File: src/rtl/core/kfl_pkg.sv
package kfl_pkg;

   // default sizes handed to the top level
   localparam int FRAC_BITS_DEF = 16;
   localparam int SUM_WIDTH_DEF = 48;

   // fixed field widths
   localparam int DATA_W = 32;
   localparam int VAR_W  = 31;
   localparam int HALF_W = 48;
   localparam int DIV_NW = 64;
   localparam int DIV_DW = 31;

   // ln2 in Q0.30
   localparam logic [29:0] LN2_Q30 = 30'd744261118;

   // register indexes
   localparam logic [2:0] REG_PHI   = 3'd0;
   localparam logic [2:0] REG_ALPHA = 3'd1;
   localparam logic [2:0] REG_BETA  = 3'd2;
   localparam logic [2:0] REG_OBS_A = 3'd3;
   localparam logic [2:0] REG_OBS_R = 3'd4;
   localparam logic [2:0] REG_PROC  = 3'd5;
   localparam logic [2:0] REG_DELTA = 3'd6;

   // multiplier operand selects
   localparam logic [3:0] MUL_NONE     = 4'd0;
   localparam logic [3:0] MUL_PHI_X    = 4'd1;
   localparam logic [3:0] MUL_BETA_COV = 4'd2;
   localparam logic [3:0] MUL_PHI_P    = 4'd3;
   localparam logic [3:0] MUL_T_PHI    = 4'd4;
   localparam logic [3:0] MUL_A_PP     = 4'd5;
   localparam logic [3:0] MUL_T_A      = 4'd6;
   localparam logic [3:0] MUL_A_XP     = 4'd7;
   localparam logic [3:0] MUL_PP_A     = 4'd8;
   localparam logic [3:0] MUL_K_INNOV  = 4'd9;
   localparam logic [3:0] MUL_K_A      = 4'd10;
   localparam logic [3:0] MUL_T_PP     = 4'd11;
   localparam logic [3:0] MUL_MAG_SQ   = 4'd12;
   localparam logic [3:0] MUL_M_SQ     = 4'd13;
   localparam logic [3:0] MUL_L_LN2    = 4'd14;

   // datapath actions
   localparam logic [4:0] ACT_NONE      = 5'd0;
   localparam logic [4:0] ACT_LOAD      = 5'd1;
   localparam logic [4:0] ACT_XP_PART   = 5'd2;
   localparam logic [4:0] ACT_XP        = 5'd3;
   localparam logic [4:0] ACT_T_SAT32   = 5'd4;
   localparam logic [4:0] ACT_QD        = 5'd5;
   localparam logic [4:0] ACT_PP        = 5'd6;
   localparam logic [4:0] ACT_SIG       = 5'd7;
   localparam logic [4:0] ACT_INNOV     = 5'd8;
   localparam logic [4:0] ACT_K_DIV     = 5'd9;
   localparam logic [4:0] ACT_K         = 5'd10;
   localparam logic [4:0] ACT_XF        = 5'd11;
   localparam logic [4:0] ACT_PF        = 5'd12;
   localparam logic [4:0] ACT_NOSIG     = 5'd13;
   localparam logic [4:0] ACT_TERM_DIV  = 5'd14;
   localparam logic [4:0] ACT_TERM_Q    = 5'd15;
   localparam logic [4:0] ACT_NORM      = 5'd16;
   localparam logic [4:0] ACT_LBIT      = 5'd17;
   localparam logic [4:0] ACT_LOGL      = 5'd18;
   localparam logic [4:0] ACT_LN        = 5'd19;
   localparam logic [4:0] ACT_SUM_STEP  = 5'd20;
   localparam logic [4:0] ACT_SUM_START = 5'd21;
   localparam logic [4:0] ACT_START_ERR = 5'd22;
   localparam logic [4:0] ACT_FINISH    = 5'd23;

   typedef struct packed {
      logic [3:0] mul_sel;
      logic [4:0] act;
   } cmd_type;

   typedef struct packed {
      logic div_busy;
      logic sig_zero;
      logic norm_done;
   } stat_type;

   typedef struct packed {
      logic signed [DATA_W-1:0] phi;
      logic signed [DATA_W-1:0] alpha;
      logic signed [DATA_W-1:0] beta;
      logic signed [DATA_W-1:0] obs_a;
      logic [VAR_W-1:0]         obs_r;
      logic [VAR_W-1:0]         proc_q;
      logic [VAR_W-1:0]         delta;
   } cfg_type;

endpackage

File: src/rtl/core/kfl_controller.sv
module kfl_controller
   import kfl_pkg::*;
#(
   parameter int FRAC_BITS = FRAC_BITS_DEF
)
(
   input  logic     clock,
   input  logic     reset,
   input  logic     req_valid,
   input  logic     req_kind,
   output logic     req_ready,
   output logic     rsp_valid,
   input  logic     rsp_ready,
   input  stat_type stat_i,
   output cmd_type  cmd_o
);

   localparam int CNT_W = $clog2(FRAC_BITS + 1);

   localparam logic [4:0] ST_IDLE = 5'd0;
   localparam logic [4:0] ST_X1   = 5'd1;
   localparam logic [4:0] ST_X2   = 5'd2;
   localparam logic [4:0] ST_X3   = 5'd3;
   localparam logic [4:0] ST_P1   = 5'd4;
   localparam logic [4:0] ST_P2   = 5'd5;
   localparam logic [4:0] ST_P3   = 5'd6;
   localparam logic [4:0] ST_P4   = 5'd7;
   localparam logic [4:0] ST_S1   = 5'd8;
   localparam logic [4:0] ST_S2   = 5'd9;
   localparam logic [4:0] ST_S3   = 5'd10;
   localparam logic [4:0] ST_S4   = 5'd11;
   localparam logic [4:0] ST_S5   = 5'd12;
   localparam logic [4:0] ST_S6   = 5'd13;
   localparam logic [4:0] ST_K1   = 5'd14;
   localparam logic [4:0] ST_K2   = 5'd15;
   localparam logic [4:0] ST_K3   = 5'd16;
   localparam logic [4:0] ST_K4   = 5'd17;
   localparam logic [4:0] ST_K5   = 5'd18;
   localparam logic [4:0] ST_K6   = 5'd19;
   localparam logic [4:0] ST_CHK  = 5'd20;
   localparam logic [4:0] ST_L1   = 5'd21;
   localparam logic [4:0] ST_L2   = 5'd22;
   localparam logic [4:0] ST_L3   = 5'd23;
   localparam logic [4:0] ST_L4   = 5'd24;
   localparam logic [4:0] ST_L5   = 5'd25;
   localparam logic [4:0] ST_L6   = 5'd26;
   localparam logic [4:0] ST_L7   = 5'd27;
   localparam logic [4:0] ST_L8   = 5'd28;
   localparam logic [4:0] ST_L9   = 5'd29;
   localparam logic [4:0] ST_L10  = 5'd30;
   localparam logic [4:0] ST_FIN  = 5'd31;

   logic [4:0]       state_ff, state_in;
   logic [CNT_W-1:0] cnt_ff, cnt_in;
   logic             step_ff, step_in;
   logic             rvalid_ff, rvalid_in;
   logic             accept;

   assign accept = req_valid && (state_ff == ST_IDLE);

   // sequencer
   always_comb begin
      state_in      = state_ff;
      cnt_in        = cnt_ff;
      step_in       = step_ff;
      cmd_o.mul_sel = MUL_NONE;
      cmd_o.act     = ACT_NONE;
      case (state_ff)
         ST_IDLE: begin
            if (req_valid) begin
               cmd_o.act = ACT_LOAD;
               step_in   = req_kind;
               state_in  = req_kind ? ST_X1 : ST_CHK;
            end
         end
         // prediction
         ST_X1: begin
            cmd_o.mul_sel = MUL_PHI_X;
            state_in = ST_X2;
         end
         ST_X2: begin
            cmd_o.act = ACT_XP_PART;
            cmd_o.mul_sel = MUL_BETA_COV;
            state_in = ST_X3;
         end
         ST_X3: begin
            cmd_o.act = ACT_XP;
            cmd_o.mul_sel = MUL_PHI_P;
            state_in = ST_P1;
         end
         ST_P1: begin
            cmd_o.act = ACT_T_SAT32;
            state_in = ST_P2;
         end
         ST_P2: begin
            cmd_o.mul_sel = MUL_T_PHI;
            state_in = ST_P3;
         end
         ST_P3: begin
            cmd_o.act = ACT_QD;
            state_in = ST_P4;
         end
         ST_P4: begin
            if (!stat_i.div_busy) begin
               cmd_o.act = ACT_PP;
               state_in = ST_S1;
            end
         end
         // innovation
         ST_S1: begin
            cmd_o.mul_sel = MUL_A_PP;
            state_in = ST_S2;
         end
         ST_S2: begin
            cmd_o.act = ACT_T_SAT32;
            state_in = ST_S3;
         end
         ST_S3: begin
            cmd_o.mul_sel = MUL_T_A;
            state_in = ST_S4;
         end
         ST_S4: begin
            cmd_o.act = ACT_SIG;
            cmd_o.mul_sel = MUL_A_XP;
            state_in = ST_S5;
         end
         ST_S5: begin
            cmd_o.act = ACT_INNOV;
            cmd_o.mul_sel = MUL_PP_A;
            state_in = ST_S6;
         end
         ST_S6: begin
            if (stat_i.sig_zero) begin
               cmd_o.act = ACT_NOSIG;
               state_in = ST_FIN;
            end else begin
               cmd_o.act = ACT_K_DIV;
               state_in = ST_K1;
            end
         end
         // gain and update
         ST_K1: begin
            if (!stat_i.div_busy) begin
               cmd_o.act = ACT_K;
               state_in = ST_K2;
            end
         end
         ST_K2: begin
            cmd_o.mul_sel = MUL_K_INNOV;
            state_in = ST_K3;
         end
         ST_K3: begin
            cmd_o.act = ACT_XF;
            cmd_o.mul_sel = MUL_K_A;
            state_in = ST_K4;
         end
         ST_K4: begin
            cmd_o.act = ACT_T_SAT32;
            state_in = ST_K5;
         end
         ST_K5: begin
            cmd_o.mul_sel = MUL_T_PP;
            state_in = ST_K6;
         end
         ST_K6: begin
            cmd_o.act = ACT_PF;
            state_in = ST_L1;
         end
         ST_CHK: begin
            if (stat_i.sig_zero) begin
               cmd_o.act = ACT_START_ERR;
               state_in = ST_FIN;
            end else begin
               state_in = ST_L1;
            end
         end
         // likelihood term: innov^2/sig, then ln(sig)
         ST_L1: begin
            cmd_o.mul_sel = MUL_MAG_SQ;
            state_in = ST_L2;
         end
         ST_L2: begin
            cmd_o.act = ACT_TERM_DIV;
            state_in = ST_L3;
         end
         ST_L3: begin
            if (!stat_i.div_busy) begin
               cmd_o.act = ACT_TERM_Q;
               state_in = ST_L4;
            end
         end
         ST_L4: begin
            if (stat_i.norm_done) begin
               cnt_in = '0;
               state_in = ST_L5;
            end else begin
               cmd_o.act = ACT_NORM;
            end
         end
         ST_L5: begin
            cmd_o.mul_sel = MUL_M_SQ;
            state_in = ST_L6;
         end
         ST_L6: begin
            cmd_o.act = ACT_LBIT;
            cnt_in = cnt_ff + 1'b1;
            state_in = (cnt_ff == CNT_W'(FRAC_BITS - 1)) ? ST_L7 : ST_L5;
         end
         ST_L7: begin
            cmd_o.act = ACT_LOGL;
            state_in = ST_L8;
         end
         ST_L8: begin
            cmd_o.mul_sel = MUL_L_LN2;
            state_in = ST_L9;
         end
         ST_L9: begin
            cmd_o.act = ACT_LN;
            state_in = ST_L10;
         end
         ST_L10: begin
            cmd_o.act = step_ff ? ACT_SUM_STEP : ACT_SUM_START;
            state_in = ST_FIN;
         end
         // hand the item to the result register once it is free
         ST_FIN: begin
            if (!rvalid_ff || rsp_ready) begin
               cmd_o.act = ACT_FINISH;
               state_in = ST_IDLE;
            end
         end
         default: begin
            state_in = ST_IDLE;
         end
      endcase
   end

   always_comb begin
      rvalid_in = rvalid_ff;
      if (cmd_o.act == ACT_FINISH) begin
         rvalid_in = 1'b1;
      end else if (rsp_ready) begin
         rvalid_in = 1'b0;
      end
   end

   always_ff @(posedge clock) begin
      if (reset) begin
         state_ff  <= ST_IDLE;
         cnt_ff    <= '0;
         step_ff   <= 1'b0;
         rvalid_ff <= 1'b0;
      end else begin
         state_ff  <= state_in;
         cnt_ff    <= cnt_in;
         step_ff   <= step_in;
         rvalid_ff <= rvalid_in;
      end
   end

   assign req_ready = (state_ff == ST_IDLE);
   assign rsp_valid = rvalid_ff;

   a_fin_valid: assert property (@(posedge clock) disable iff (reset)
      (cmd_o.act == ACT_FINISH) |=> rvalid_ff)
      else $error("finished item not presented");
   a_accept_busy: assert property (@(posedge clock) disable iff (reset)
      accept |=> state_ff != ST_IDLE)
      else $error("accepted item dropped");
   a_log_count: assert property (@(posedge clock) disable iff (reset)
      (state_ff == ST_L6) |-> cnt_ff < CNT_W'(FRAC_BITS))
      else $error("log bit count overran");
   a_wait_div: assert property (@(posedge clock) disable iff (reset)
      (cmd_o.act == ACT_QD || cmd_o.act == ACT_K_DIV || cmd_o.act == ACT_TERM_DIV)
      |=> stat_i.div_busy)
      else $error("division not started");

endmodule

File: config.mk
export PLATFORM = sky130hd
export DESIGN_NAME = kfl_controller
export DESIGN_NICKNAME = d
export VERILOG_FILES = /design/src/rtl/core/kfl_pkg.sv /design/src/rtl/core/kfl_controller.sv
export SDC_FILE = /design/constraint.sdc
export NUM_CORES = 1
export LEC_CHECK = 0
export ABC_AREA = 1
export ABC_CLOCK_PERIOD_IN_PS = 1300
export BUFFER_PORTS_ARGS = -buffer_cell sky130_fd_sc_hd__clkbuf_2
export CAP_MARGIN = 20
export CORE_MARGIN = 2
export CORE_UTILIZATION = 39
export DETAILED_ROUTE_END_ITERATION = 10
export PLACE_DENSITY_LB_ADDON = 0.12
export SLEW_MARGIN = 20
export SYNTH_ARGS = -nofsm -noshare
export SYNTH_HDL_FRONTEND = slang
export SYNTH_SLANG_ARGS = --single-unit
File: constraint.sdc
create_clock -name clock -period 1.3 [get_ports clock]
set_input_delay 0.195 -clock clock [delete_from_list [all_inputs] [get_ports clock]]
set_output_delay 0.195 -clock clock [all_outputs]
set_load 0.01 [all_outputs]
-- Word-level counts from Yosys, hierarchy flattened
Index checks and enable logic that the tools add are counted.
- flip-flop bits (word level): 12
- bits in latches: 0
- bits in writable memories: 0
- ROM bits: 0
- bits of input ports: 8
- output and inout bits: 11
- word-level logic and storage cells: 79
- memories kept: 0
- $add $sub $neg: 1
- $mul: 0
- div/mod/pow operators: 0
- $lt $le $gt $ge: 0
- equal/unequal tests: 39
- shifts and indexed selects: 0
- multiplexer cells: 26
- bitwise gates (word level): 0
- reductions and logical operators: 9
- operators by type and width (operator ; number):
    $pmux W5 S32 ; 1
    $pmux W5 S21 ; 1
    $eq A5 B5 Y1 const B ; 17
    $mux W5 ; 12
    $pmux W4 S14 ; 1
    $eq A5 B4 Y1 const B ; 9
    $eq A5 B3 Y1 const B ; 4
    $mux W4 ; 3
    $ne A2 B2 Y1 const B ; 6
    $eq A5 B2 Y1 const B ; 2
    $pmux W5 S2 ; 1
    $mux W3 ; 2
    $reduce_and A6 Y1 ; 1
    $add A5 B1 Y5 const B ; 1
    $eq A5 B1 Y1 const B ; 1
    $logic_not A5 Y1 ; 1
    $mux W1 ; 4
    $reduce_and A2 Y1 ; 2
    $reduce_bool A2 Y1 ; 2
    $reduce_or A3 Y1 ; 1
    $mux W2 ; 1
    $logic_not A1 Y1 ; 1
    $logic_or A1 B1 Y1 ; 1

-- Depth between registers and ports, before layout
- word-level depth: 6
- depth in mapped cells: 11

-- Worst setup path after synthesis
Ideal clock, no wire load.
- kind: flip-flop to flip-flop
- from: register state_ff[4]
- to: register state_ff[0]
- data arrival time: 1.323 ns
- required time: 1.188 ns
- path slack: -0.135 ns
- stages on the path, launching flop included: 10
- buffers on the path: 2
- cell sequence: dfxtp_1 buf_2 inv_2 buf_2 nand3_1 inv_1 nand2_1 nor2_1 nand3b_1 nor2_1
- longest elaborated chain between the ends: 3
- elaborated cells between the ends (all ways): 40
- RTL lines (what ; line ; RTL):
    start, declared ; kfl_controller.sv:53 ; logic [4:0] state_ff, state_in;
    start signal, assigned ; kfl_controller.sv:254 ; state_ff <= state_in;
    $logic_not A5 Y1 (*) ; n/a ;
    named net req_ready ; kfl_controller.sv:11 ; output logic req_ready,
    $ne A2 B2 Y1 (no source line) ; n/a ;
    $reduce_and A6 Y1 (no source line) ; n/a ;
The timed path passes the listed nets; every way through them passes the cells marked *.
A chain may end at the register's enable or synchronous reset.

==> results.json <==
{
  "wl_um": 5230,
  "p_leak_nw": 1.21,
  "final_util_pct": 78.5,
  "whs_ns": 0.237,
  "core-area_um2": 3000,
  "gp_congestion": 0.978,
  "cts_tree": "yes",
  "start_util_pct": 40.5,
  "ys_types": 24,
  "die_w_um": 59.9,
  "syn-num-nets": 232,
  "fin_crit_sh_pct": 143,
  "start_kind": "register",
  "power_density_nw_per_um2": 1380,
  "max_freq_mhz": 538,
  "dr.pass1.iters": 4,
  "rsz0062_at_grt": "yes",
  "via_count": 1899,
  "critPathKind": "register to output port",
  "place_hpwl_um": 3590,
  "htreeDepth": 1,
  "antennaDiodeCount": 0,
  "syn_avg_cell_area_um2": 5.48,
  "synth_warnings": 0,
  "ios": 19,
  "crit_required_ns": 1.11,
  "synth_seq_area_share_pct": 19.7,
  "cts_buffer_depth": 2,
  "r2r_slack_ns": -0.52,
  "grt_max_degree": 10,
  "grt-ovfl-total": 0,
  "setup_viol": 21,
  "layout_common_cells": "buf_4, nand2_1, nor2_1",
  "hold_viol_final": 0,
  "drtAntennaViolNets": 0,
  "violations": "setup timing",
  "cp_cell_sequence": "buf_12 -> inv_6 -> nor2_4 -> inv_2 -> nor2_4 -> inv_2 -> nand3_2 -> nor3_2 -> nand4_1 -> buf_2",
  "crit_slowest_cell": "dfxtp_4",
  "viasPerCell": 5.41,
  "status": "finished with violations",
  "slew_viol_final": 0,
  "cp-end-kind": "output port",
  "irDropWorstVdd_uv": 1200,
  "cts_sinks": 12,
  "fin_nets": 329,
  "synth-seq-cells": 12,
  "cts_inserted_buffers": 3,
  "finClkSkew_ns": 0.000640,
  "drt_iter0_markers": 114,
  "syn2layout_area_growth_pct": 93.6,
  "crit_path_max_fanout": 7,
  "clkLatencyLatePin_ns": 0.28,
  "clk_pin_slew_worst_paths_ns": 0.08,
  "dieArea_um2": 3580,
  "cts_root_buf": "clkbuf_4",
  "min_period_ns": 1.86,
  "tightest_slew_ns": 0.324,
  "route.detailed.drc": 0,
  "syn_inst": 222,
  "hold_class": "input port to register",
  "final_common_cell": "buf_4",
  "grt_pass1_wl_um": 7610,
  "grtUsageTotal_pct": 28.5,
  "rows": 20,
  "worst_path_largest_cell_delay_ns": 0.37,
  "synth_area_um2": 1220,
  "detailedPlace.worstSlack_ns": -0.288,
  "wire_per_inst_um": 14.9,
  "worst_slack_ns": -0.558,
  "cp_data_arrival_time_ns": 1.66,
  "antenna_found_initial": 0,
  "layout-drive-gt1-share_pct": 56.3,
  "portBuffers": 18,
  "total_power_mw": 3.26,
  "grt_pass1_vias": 1691,
  "max_slew_margin_pct": 78.3,
  "fp.dieH_um": 59.9,
  "cap_violations": 0
}
-- area by class of cell --
| class | count | area [um^2] |
|---|---|---|
| clock buffer | 4 | 26.3 |
| tap | 33 | 41.3 |
| timing repair buffer | 98 | 796 |
| fill | 206 | 646 |
| inverter | 26 | 114 |
| multi-input combinational | 178 | 1130 |
| sequential | 12 | 254 |
-- worst paths after layout --
| kind | startpoint | endpoint | depth (start not counted) |
|---|---|---|---|
| worst max-delay path | state_ff[3] | cmd_o[0] | 10 |
| worst min-delay path | reset | state_ff[2] | 2 |
| worst max register to register | state_ff[3] | state_ff[3] | 12 |
| worst min register to register | cnt_ff[4] | cnt_ff[4] | 2 |
-- through the flow --
step                area (um^2)  TNS [ns]  instances
floorplan                  1300   -0.0537        222
global placement           1890     -4.26        328
detailed placement         1890     -4.18        328
CTS                        2140     -7.69        343
global route               2360     -9.96        351
finish                     2360     -8.72        351
-- critical path, delay by kind of cell (launching register included) --
kind | cells | cell delay, ns
DFF | 1 | 0.37
and+or+nand+nor | 5 | 0.55
buffers and inverters | 5 | 0.45
-- power breakdown --
part,switching [mW],total (mW),leakage [nW],internal (mW)
Combinational,1.30,2.49,1.09,1.19
Clock,0.134,0.253,0.0150,0.119
Sequential,0.0808,0.518,0.100,0.437
-- routing by layer --
metal  share of wire [%]  routed length, um  GRT usage [%]
met1                  42               2190           35.1
met2                  51               2640           48.0
met3                 5.4                284           4.76
met4                 2.1                111           13.0
met5                   0                  0              0
-- logic make-up after synthesis --
logic type / share of synthesized area, %
AO/OA/AOI/OAI: 12.3
adder cells (fa/ha/maj): 2.06
buffers and inverters: 10.5
flip-flops: 19.7
AND/OR/NAND/NOR: 55.4
-- sequential cells by signal, indices dropped and copies added, names as in the netlist --
name       count
cnt_ff         5
rsp_valid      1
state_ff       5
step_ff        1
-- cell usage after synthesis --
cell type | n | area, um^2
nor2_1 | 35 | 131
o21bai_1 | 1 | 7.51
nand3b_1 | 1 | 7.51
nand2_1 | 57 | 214
buf_2 | 3 | 15.0
inv_1 | 23 | 86.3
nor2_4 | 3 | 33.8
o211ai_1 | 1 | 7.51
a21oi_1 | 16 | 80.1
ha_1 | 2 | 25.0
buf_4 | 1 | 7.51
nand3_1 | 23 | 115
nor2_2 | 4 | 25.0
o21ai_1 | 1 | 5.00
o21ai_0 | 10 | 50.1
nor3_1 | 4 | 20.0
buf_1 | 1 | 3.75
dfxtp_1 | 12 | 240
nand4_1 | 16 | 100
inv_2 | 3 | 11.3
and3_1 | 1 | 6.26
nor3b_1 | 2 | 15.0
or2_0 | 1 | 6.26
clkbuf_1 | 1 | 3.75
-- what timing repair did --
action,in CTS,in global routing
gates resized for setup,45,53
buffers inserted,14,8
pin swaps,10,16
hold buffers,0,0
endpoints found under the setup margin,22,22
(Power assumes the default switching activity.)
